<file path="config.mk">
export PLATFORM = sky130hd
export DESIGN_NAME = sorted_ready_task_queue
export DESIGN_NICKNAME = d
export VERILOG_FILES = /design/src/hw/rtl/srtq_pkg.sv /design/src/hw/rtl/sorted_ready_task_queue.sv
export SDC_FILE = /design/constraint.sdc
export NUM_CORES = 1
export LEC_CHECK = 0
export ABC_AREA = 1
export CAP_MARGIN = 0
export CORE_MARGIN = 2
export CORE_UTILIZATION = 68
export DETAILED_ROUTE_END_ITERATION = 7
export DONT_BUFFER_PORTS = 1
export HOLD_SLACK_MARGIN = 0.06
export PLACE_DENSITY = 0.84
export SYNTH_ARGS = -nofsm -noshare
export SYNTH_HDL_FRONTEND = slang
export SYNTH_SLANG_ARGS = --single-unit
</file>
<file path="constraint.sdc">
create_clock -name aclk -period 4.6 [get_ports aclk]
set_input_delay 0.92 -clock aclk [delete_from_list [all_inputs] [get_ports aclk]]
set_output_delay 0.92 -clock aclk [all_outputs]
set_load 0.005 [all_outputs]
</file>
<file path="src/hw/rtl/srtq_pkg.sv">
`timescale 1ns / 1ps
`default_nettype none

package srtq_pkg;

    localparam int QUEUE_DEPTH = 16;
    localparam int PTR_W       = $clog2(QUEUE_DEPTH);
    localparam int CNT_W       = $clog2(QUEUE_DEPTH + 1);

    localparam int ID_W        = 8;
    localparam int PRI_W       = 8;
    localparam int STATUS_W    = 2;
    localparam int OCC_W       = 5;
    localparam int ENTRY_W     = ID_W + PRI_W;

    localparam int S_DATA_W    = 16;
    localparam int M_DATA_W    = 24;

    localparam logic CMD_PUSH = 1'b0;
    localparam logic CMD_POP  = 1'b1;

    localparam logic [STATUS_W-1:0] ST_OK    = 2'd0;
    localparam logic [STATUS_W-1:0] ST_EMPTY = 2'd1;
    localparam logic [STATUS_W-1:0] ST_FULL  = 2'd2;

    typedef logic [PTR_W-1:0] ptr_t;
    typedef logic [CNT_W-1:0] cnt_t;

    typedef struct packed {
        logic [PRI_W-1:0] pri;
        logic [ID_W-1:0]  id;
    } entry_t;

    function automatic ptr_t next_slot(input ptr_t p);
        ptr_t r;
        if (p == PTR_W'(QUEUE_DEPTH - 1)) begin
            r = '0;
        end else begin
            r = p + ptr_t'(1);
        end
        return r;
    endfunction

    function automatic ptr_t prev_slot(input ptr_t p);
        ptr_t r;
        if (p == '0) begin
            r = PTR_W'(QUEUE_DEPTH - 1);
        end else begin
            r = p - ptr_t'(1);
        end
        return r;
    endfunction

    function automatic logic [OCC_W-1:0] occ_of(input cnt_t c);
        logic [CNT_W+OCC_W-1:0] wide;
        wide = {{OCC_W{1'b0}}, c};
        return wide[OCC_W-1:0];
    endfunction

endpackage

`default_nettype wire

</file>
<file path="src/hw/rtl/sorted_ready_task_queue.sv">
`timescale 1ns / 1ps
`default_nettype none

// Channel   Dir  tdata (low bit up)                                 tuser
// s_        in   task_id[7:0], priority_req[15:8]                   cmd[0]
// m_        out  status[1:0], popped_id[9:2], popped_priority[17:10],
//                occupancy[22:18], zero fill[23]                    -
//
// One item at a time. Pop: the head slot is read, then S_POP and S_OUT load
// the output register. Push: the new task walks from the tail toward the head
// past each entry with a larger priority number, S_STEP reading the previous
// slot and S_CMP comparing and writing, in a read-compare-write walk over the slot memory.
// Full/empty rejects go straight to S_OUT. aresetn (synchronous) empties the queue.
// A stalled m_ side holds the result; one more item is taken and waits in
// S_OUT, and s_tready stays low until the held result drains.

module sorted_ready_task_queue
    import srtq_pkg::*;
(
    input  wire                  aclk,
    input  wire                  aresetn,
    input  wire                  s_tvalid,
    output logic                 s_tready,
    input  wire [S_DATA_W-1:0]   s_tdata,   // task_id, priority_req
    input  wire [0:0]            s_tuser,   // cmd
    output logic                 m_tvalid,
    input  wire                  m_tready,
    output logic [M_DATA_W-1:0]  m_tdata    // status, popped_id, popped_priority, occupancy
);

    typedef enum logic [2:0] {
        S_IDLE,
        S_STEP,
        S_CMP,
        S_POP,
        S_OUT
    } state_t;

    entry_t mem [QUEUE_DEPTH];
    entry_t rd_data_reg;

    state_t               state_reg;
    ptr_t                 head_reg;
    ptr_t                 tail_reg;
    ptr_t                 pos_reg;
    cnt_t                 cnt_reg;
    entry_t               new_reg;
    logic [STATUS_W-1:0]  res_status_reg;
    entry_t               res_entry_reg;
    logic                 m_tvalid_reg;
    logic [M_DATA_W-1:0]  m_tdata_reg;

    logic                 s_accept;
    logic                 in_cmd;
    entry_t               in_entry;
    logic                 rd_en;
    ptr_t                 rd_addr;
    logic                 wr_en;
    ptr_t                 wr_addr;
    entry_t               wr_data;
    logic                 out_free;

    assign s_tready = (state_reg == S_IDLE);
    assign s_accept = s_tvalid && s_tready;
    assign in_cmd   = s_tuser[0];
    assign in_entry = '{pri: s_tdata[15:8], id: s_tdata[7:0]};
    assign out_free = !m_tvalid_reg || m_tready;
    assign m_tvalid = m_tvalid_reg;
    assign m_tdata  = m_tdata_reg;

    always_comb begin
        rd_en   = 1'b0;
        rd_addr = head_reg;
        wr_en   = 1'b0;
        wr_addr = pos_reg;
        wr_data = new_reg;
        case (state_reg)
            S_IDLE: begin
                if (s_accept && in_cmd == CMD_POP && cnt_reg != '0) begin
                    rd_en   = 1'b1;
                    rd_addr = head_reg;
                end
            end
            S_STEP: begin
                if (pos_reg == head_reg) begin
                    wr_en = 1'b1;
                end else begin
                    rd_en   = 1'b1;
                    rd_addr = prev_slot(pos_reg);
                end
            end
            S_CMP: begin
                wr_en = 1'b1;
                if (new_reg.pri < rd_data_reg.pri) begin
                    wr_data = rd_data_reg;
                end
            end
            default: begin
            end
        endcase
    end

    always_ff @(posedge aclk) begin
        if (wr_en) begin
            mem[wr_addr] <= wr_data;
        end
        if (rd_en) begin
            rd_data_reg <= mem[rd_addr];
        end
    end

    always_ff @(posedge aclk) begin
        if (!aresetn) begin
            state_reg    <= S_IDLE;
            head_reg     <= '0;
            tail_reg     <= '0;
            cnt_reg      <= '0;
            m_tvalid_reg <= 1'b0;
        end else begin
            if (m_tvalid_reg && m_tready && state_reg != S_OUT) begin
                m_tvalid_reg <= 1'b0;
            end
            case (state_reg)
                S_IDLE: begin
                    if (s_accept) begin
                        new_reg       <= in_entry;
                        pos_reg       <= tail_reg;
                        res_status_reg <= ST_OK;
                        res_entry_reg <= '0;
                        if (in_cmd == CMD_PUSH) begin
                            if (cnt_reg == CNT_W'(QUEUE_DEPTH)) begin
                                res_status_reg <= ST_FULL;
                                state_reg      <= S_OUT;
                            end else begin
                                state_reg <= S_STEP;
                            end
                        end else begin
                            if (cnt_reg == '0) begin
                                res_status_reg <= ST_EMPTY;
                                state_reg      <= S_OUT;
                            end else begin
                                state_reg <= S_POP;
                            end
                        end
                    end
                end
                S_STEP: begin
                    if (pos_reg == head_reg) begin
                        tail_reg  <= next_slot(tail_reg);
                        cnt_reg   <= cnt_reg + cnt_t'(1);
                        state_reg <= S_OUT;
                    end else begin
                        state_reg <= S_CMP;
                    end
                end
                S_CMP: begin
                    if (new_reg.pri < rd_data_reg.pri) begin
                        pos_reg   <= prev_slot(pos_reg);
                        state_reg <= S_STEP;
                    end else begin
                        tail_reg  <= next_slot(tail_reg);
                        cnt_reg   <= cnt_reg + cnt_t'(1);
                        state_reg <= S_OUT;
                    end
                end
                S_POP: begin
                    res_entry_reg <= rd_data_reg;
                    head_reg      <= next_slot(head_reg);
                    cnt_reg       <= cnt_reg - cnt_t'(1);
                    state_reg     <= S_OUT;
                end
                S_OUT: begin
                    if (out_free) begin
                        m_tvalid_reg <= 1'b1;
                        m_tdata_reg  <= {1'b0, occ_of(cnt_reg), res_entry_reg.pri,
                                         res_entry_reg.id, res_status_reg};
                        state_reg    <= S_IDLE;
                    end
                end
                default: begin
                    state_reg <= S_IDLE;
                end
            endcase
        end
    end

    a_cnt_bound: assert property (@(posedge aclk) disable iff (!aresetn)
        cnt_reg <= CNT_W'(QUEUE_DEPTH))
        else $error("entry count exceeds queue depth");

    a_ptr_match: assert property (@(posedge aclk) disable iff (!aresetn)
        (cnt_reg == '0 || cnt_reg == CNT_W'(QUEUE_DEPTH)) |-> head_reg == tail_reg)
        else $error("head and tail disagree with entry count");

    a_cmp_not_head: assert property (@(posedge aclk) disable iff (!aresetn)
        state_reg == S_CMP |-> pos_reg != head_reg)
        else $error("compare step at head slot");

    a_full_reject: assert property (@(posedge aclk) disable iff (!aresetn)
        (s_accept && in_cmd == CMD_PUSH && cnt_reg == CNT_W'(QUEUE_DEPTH))
        |=> (state_reg == S_OUT && res_status_reg == ST_FULL && $stable(cnt_reg)))
        else $error("push on full queue not rejected");

    a_empty_reject: assert property (@(posedge aclk) disable iff (!aresetn)
        (s_accept && in_cmd == CMD_POP && cnt_reg == '0)
        |=> (state_reg == S_OUT && res_status_reg == ST_EMPTY && $stable(head_reg)))
        else $error("pop on empty queue not rejected");

endmodule

`default_nettype wire

</file>
# ---- Word-level counts from Yosys, hierarchy flattened
# Memory sizes are Yosys's and may differ from the RTL's. A register that Yosys moved wholly into a read port is not among the register bits.
# Index checks and enable logic that the tools add are counted.
dict set report totals {
  ff_bits 78
  ram_bits 256
  in_bits 21
  elab_cells 94
  n_memories 1
}
dict set report op_classes {
  n_addsub 5
  n_lt_le_gt_ge 1
  n_eq_ne 14
  muxes 39
  n_reduce_logical 22
}
# name depth word_bits read_ports rd_clocked_by_memory_dff wr line_no
set memory_table {}
lappend memory_table {mem 16 16 1 1 1 sorted_ready_task_queue.sv:39} ;# entry_t mem [QUEUE_DEPTH];
# op n
set ops {}
lappend ops {{2-to-1 mux 16 bit} 3}
lappend ops {{2-to-1 mux 4 bit} 9}
lappend ops {{one-hot mux 16 bit (2 select lines)} 1}
lappend ops {{2-to-1 mux 3 bit} 7}
lappend ops {{one-hot mux 4 bit (2 select lines)} 2}
lappend ops {{one-hot mux 3 bit (5 select lines)} 1}
lappend ops {{one-hot mux 5 bit (3 select lines)} 1}
lappend ops {{AND reduction 3 bit} 5}
lappend ops {{2-to-1 mux 5 bit} 2}
lappend ops {{2-to-1 mux 1 bit} 9}
lappend ops {{adder 4 x 1 -> 4 bit, second input constant} 2}
lappend ops {{== test 4 bit, second input constant} 2}
lappend ops {{< comparator 8 bit} 1}
lappend ops {{!= test 2 bit, second input constant} 4}
lappend ops {{== test 3 x 2 -> 1 bit, second input constant} 2}
lappend ops {{nonzero test 2 bit} 3}
lappend ops {{adder 5 x 1 -> 5 bit, second input constant} 1}
lappend ops {{== test 5 bit, second input constant} 1}
lappend ops {{logical AND 1 bit} 5}
lappend ops {{zero test 5 bit} 1}
lappend ops {{nonzero test 5 bit} 1}
lappend ops {{subtractor 5 x 1 -> 5 bit, second input constant} 1}
lappend ops {{== test 4 bit} 1}
lappend ops {{zero test 4 bit} 1}
lappend ops {{other kinds (13)} 15}

# ---- Depth between registers and ports, before layout
dict set report logic_depth {
  word_depth 6
  mapped_depth 15
  mapped_depth_nobuf 13
}

# ---- Worst setup path before layout
# No wires, ideal clock.
dict set report synth_path {
  path_type {input to register}
  startpoint {input port aresetn}
  endpoint {register m_tdata_reg[0] (netlist: m_tdata[0]), enable pin}
  setup_time_ps 432
  arrival_time_ps 2798
  required_ps 4168
  setup_slack_ps 1370
  path_stages 3
  path_buffers 1
  path_cell_list {inv_1 > clkbuf_1 > nor3_1}
}
dict set report synth_between {
  elab_chain_cells 1
}
# item line_no
set synth_rtl {}
lappend synth_rtl {{start, declared} sorted_ready_task_queue.sv:21} ;# input wire aresetn,
lappend synth_rtl {{AND reduction 3 bit (no source line)} --}
lappend synth_rtl {{end signal, assigned} sorted_ready_task_queue.sv:175} ;# m_tdata_reg <= {1'b0, occ_of(cnt_reg), res_entry_reg.pri,
lappend synth_rtl {{end, declared} sorted_ready_task_queue.sv:51} ;# logic [M_DATA_W-1:0] m_tdata_reg;
# Every way passes these cells.
# A chain may end at the register's enable or synchronous reset.

# ---- Worst setup path after layout
dict set report layout_path {
  startpoint {register pos_reg[0]}
  endpoint {register, netlist name rd_data_reg[6]}
}
dict set report layout_between {
  elab_chain_cells 4
  elab_cells_between_ends 8
  classes_between {1 x add/sub; 1 x eq/ne; 5 x mux; 1 x reduce/logical}
}
# item line_no
set layout_rtl {}
lappend layout_rtl {{start, declared} sorted_ready_task_queue.sv:45} ;# ptr_t pos_reg;
lappend layout_rtl {{start signal, assigned} sorted_ready_task_queue.sv:127} ;# pos_reg <= tail_reg;
lappend layout_rtl {{start signal, assigned} sorted_ready_task_queue.sv:158} ;# pos_reg <= prev_slot(pos_reg);
lappend layout_rtl {{subtractor 4 x 1 -> 4 bit / zero test 4 bit (equally long branches)} {srtq_pkg.sv:49, srtq_pkg.sv:46}}
lappend layout_rtl {{2-to-1 mux 4 bit} srtq_pkg.sv:46} ;# if (p == '0) begin
lappend layout_rtl {{2-to-1 mux 4 bit} sorted_ready_task_queue.sv:85} ;# if (pos_reg == head_reg) begin
lappend layout_rtl {{2-to-1 mux 4 bit} --}
# Several ways; a longest one is shown, not always the timed one.

==> flow_metrics.py <==
metrics = {
    "sta": {
        "finalCritPeriodShare_pct": 80.7,
        "drv_slew": 0,
        "finalSetupTns_ns": 0,
        "timing.slew.headroom_pct": 17.6,
        "fmax_ghz": 0.270,
        "rsz0062_at_grt": "no",
        "min_period_ns": 3.71,
        "setup_viol": 0,
        "hold_viol_final": 0,
        "worst_pin_slew_ns": 1.23,
        "finClkSkew_ns": 0.0168,
        "layout_setup_ws_ns": 0.890,
        "holdWs_ns": 0.417,
    },
    "pwr": {
        "pwr-share-comb_pct": 29.7,
        "pwr-share-clk_pct": 29.2,
        "power.ir.vdd_worst_uv": 477,
        "switchingPower_uw": 3520,
        "p_sw_share_pct": 34.6,
        "seqPwrFrac_pct": 41.1,
        "power_leakage_uw": 0.00721,
        "power_density_nw_per_um2": 600,
        "cell_internal_pwr_uw": 6650,
    },
    "drt": {
        "wl_um": 36600,
        "wl_per_cell_um": 20.5,
        "vias": 10800,
        "dr.first_iter.drc_count": 1695,
        "drtPass1Iterations": 6,
        "vias_per_cell": 6.02,
        "ant_nets": 0,
        "route.detailed.drc": 0,
    },
    "grt": {
        "grt_max_degree": 97,
        "grt_pass1_wl_um": 56000,
        "antenna_found_initial": 0,
        "grt_usage_pct": 30.7,
        "grt_pass1_vias": 10500,
        "grt-ovfl-total": 0,
    },
    "worst_setup_path": {
        "path_class": "register to register",
        "cp_max_fo": 66,
        "cp_slowest_cell": "nand3_2",
        "crit_arrival_ns": 3.96,
        "crit_top_cell": "nand3_1",
        "crit_chain": "inv_1, ha_1, nand3_1, nand2_1, inv_1, nand3_2, nand2_2, buf_12, nand2_1, nand3_1, nand3_1, nand3_1, nand2_1",
        "max_stage_delay_ns": 0.65,
        "endpoint_kind": "register",
        "cp-start-kind": "register",
        "cp.required_ns": 4.85,
    },
    "clock_network": {
        "post-cts-setup-buffers": 0,
        "h-tree-depth": 2,
        "clock_sinks": 350,
        "post_cts_resized": 0,
        "clk-insertion-delay-late_ns": 0.52,
        "cts_buffers": 35,
        "hold_buffers": 0,
        "root_buffer": "clkbuf_16",
        "clkTransAtPathRegs_ns": 0.06,
        "clk_path_buf_depth": 3,
        "cts_tree": "done",
    },
    "placed_design": {
        "io_buffers": 0,
        "gp_congestion": 0.860,
        "dpl.hpwl_um": 20900,
        "post-place-ws_ns": 1.14,
    },
    "logic_synthesis": {
        "syn_area_per_cell_um2": 10.5,
        "ys_warn_count": 0,
        "syn-cell-area_um2": 15400,
        "ys_ff_latch": 350,
        "syn_nets": 1501,
        "synth_cell_types": 29,
        "synthCells": 1462,
        "synth_seq_area_share_pct": 67.2,
    },
    "floorplan": {
        "dieArea_um2": 23900,
        "io-pin-count": 47,
        "die_h_um": 154,
        "fp.coreArea_um2": 22400,
        "num_rows": 55,
        "start_util_pct": 68.6,
        "die_w_um": 154,
    },
    "finish": {
        "nFillCells": 1303,
        "multi_input_area_um2": 3570,
        "syn_to_final_growth_pct": 10.2,
        "final_layout_size_suffix_gt1_share_pct": 7.91,
        "fin_nets": 1519,
        "antenna_cells": 0,
        "seqCellArea_um2": 10300,
        "largest_reg_flops": 256,
    },
    "flow_run": {
        "cap_violations": 0,
    },
    "min_path": {
        "min_path_type": "register to register",
    },
    "outcome": {
        "outcome": "complete, no violations",
    },
}
stage by stage:
stage / cells / util, % / power (uW) / cell area, um^2
final: 1790 / 75.6 / 10200 / 17000
after CTS: 1790 / 75.6 / 10100 / 17000
after global placement: 1728 / 70.3 / 6980 / 15800
after floorplan: 1462 / - / 6270 / 15400
after detailed placement: 1728 / 70.3 / 7110 / 15800
after global routing: 1790 / 75.6 / 10600 / 17000
cells by family after synthesis:
group	count (synthesis)	synth area share, %
simple gates	662	19.1
flops	350	67.2
compound gates	55	2.00
buf+inv	369	9.78
fa+ha+maj	18	1.51
other cells	1	0.0244
xor+xnor	7	0.398
power groups by stage:
stage / clock network (uW) / logic [uW] / registers, uW
after floorplan: 0 / 2070 / 4210
after global placement: 0 / 2750 / 4230
after detailed placement: 0 / 2870 / 4240
after CTS: 2970 / 2940 / 4180
after global routing: 3090 / 3270 / 4200
final: 2970 / 3020 / 4180
metal layers:
| metal | global-route usage, % | wire length, um | up-vias |
|---|---|---|---|
| met2 | 50.2 | 17500 | 796 |
| met3 | 4.96 | 4450 | 121 |
| met4 | 13.3 | 1360 | 0 |
| met1 | 41.6 | 13300 | 5042 |
| li1 | - | - | 4824 |
| met5 | 0 | 0 | - |
cells in the mapped netlist:
cell	n	area (um^2)
a211oi_1	1	7.51
a21oi_1	17	85.1
buf_1	2	7.51
buf_2	30	150
buf_4	8	60.1
buf_6	7	78.8
clkbuf_1	15	56.3
conb_1	1	3.75
dfxtp_1	17	340
edfxtp_1	333	10000
fa_1	1	20.0
ha_1	17	213
inv_1	301	1130
inv_2	6	22.5
nand2_1	270	1010
nand2_2	5	31.3
nand2_8	1	20.0
nand3_1	320	1600
nand3_2	2	20.0
nand4_1	1	6.26
nor2_1	54	203
nor2_2	3	18.8
nor3_1	5	25.0
o21ai_0	33	165
o21ai_2	2	17.5
o21ai_4	2	32.5
or2_2	1	6.26
xnor2_1	2	17.5
xor2_1	5	43.8
layout by cell type, fill, tap and decap left out, types with 3 or more instances in the layout:
master | Yosys | routed
inv_2 | 6 | 6
ha_1 | 17 | 17
clkbuf_16 | 0 | 37
nand2_1 | 270 | 270
nand3_1 | 320 | 320
o21ai_0 | 33 | 33
nor3_1 | 5 | 4
o21ai_4 | 2 | 4
clkinv_2 | 0 | 9
buf_4 | 8 | 41
nor2_2 | 3 | 3
xor2_1 | 5 | 5
bufinv_16 | 0 | 6
nand2_2 | 5 | 5
dfxtp_1 | 17 | 17
inv_1 | 301 | 301
nor2_1 | 54 | 54
edfxtp_1 | 333 | 333
clkinv_1 | 0 | 7
a21oi_1 | 17 | 17
worst paths after layout:
kind                            cells after the start                            start                       end  slack [ns]
worst max-delay path                               13             pos_reg[0]$_DFFE_PP_  rd_data_reg[6]$_DFFE_PP_        0.89
worst min-delay path                                0  res_status_reg[0]$_SDFFCE_PN0P_      m_tdata[0]$_DFFE_PP_        0.42
worst max register to register                     13             pos_reg[0]$_DFFE_PP_  rd_data_reg[6]$_DFFE_PP_        0.89
worst min register to register                      0  res_status_reg[0]$_SDFFCE_PN0P_      m_tdata[0]$_DFFE_PP_        0.42
layout make-up:
cell class                      instances  area share [%]
Tap cell                              285            2.10
Inverter                              307            6.79
Clock inverter                         23            1.55
Multi-Input combinational cell        743            21.1
Clock buffer                           39            5.50
Sequential cell                       350            61.0
Timing Repair Buffer                   43            2.05
worst max-delay path, delay by kind of cell (launching register included):
kind / cells / cell delay (ns)
adder cells (fa/ha/maj): 1 / 0.24
buffers and inverters: 3 / 0.59
flip-flops: 1 / 0.43
AND/OR/NAND/NOR: 9 / 2.13
(Power assumes the default switching activity.)
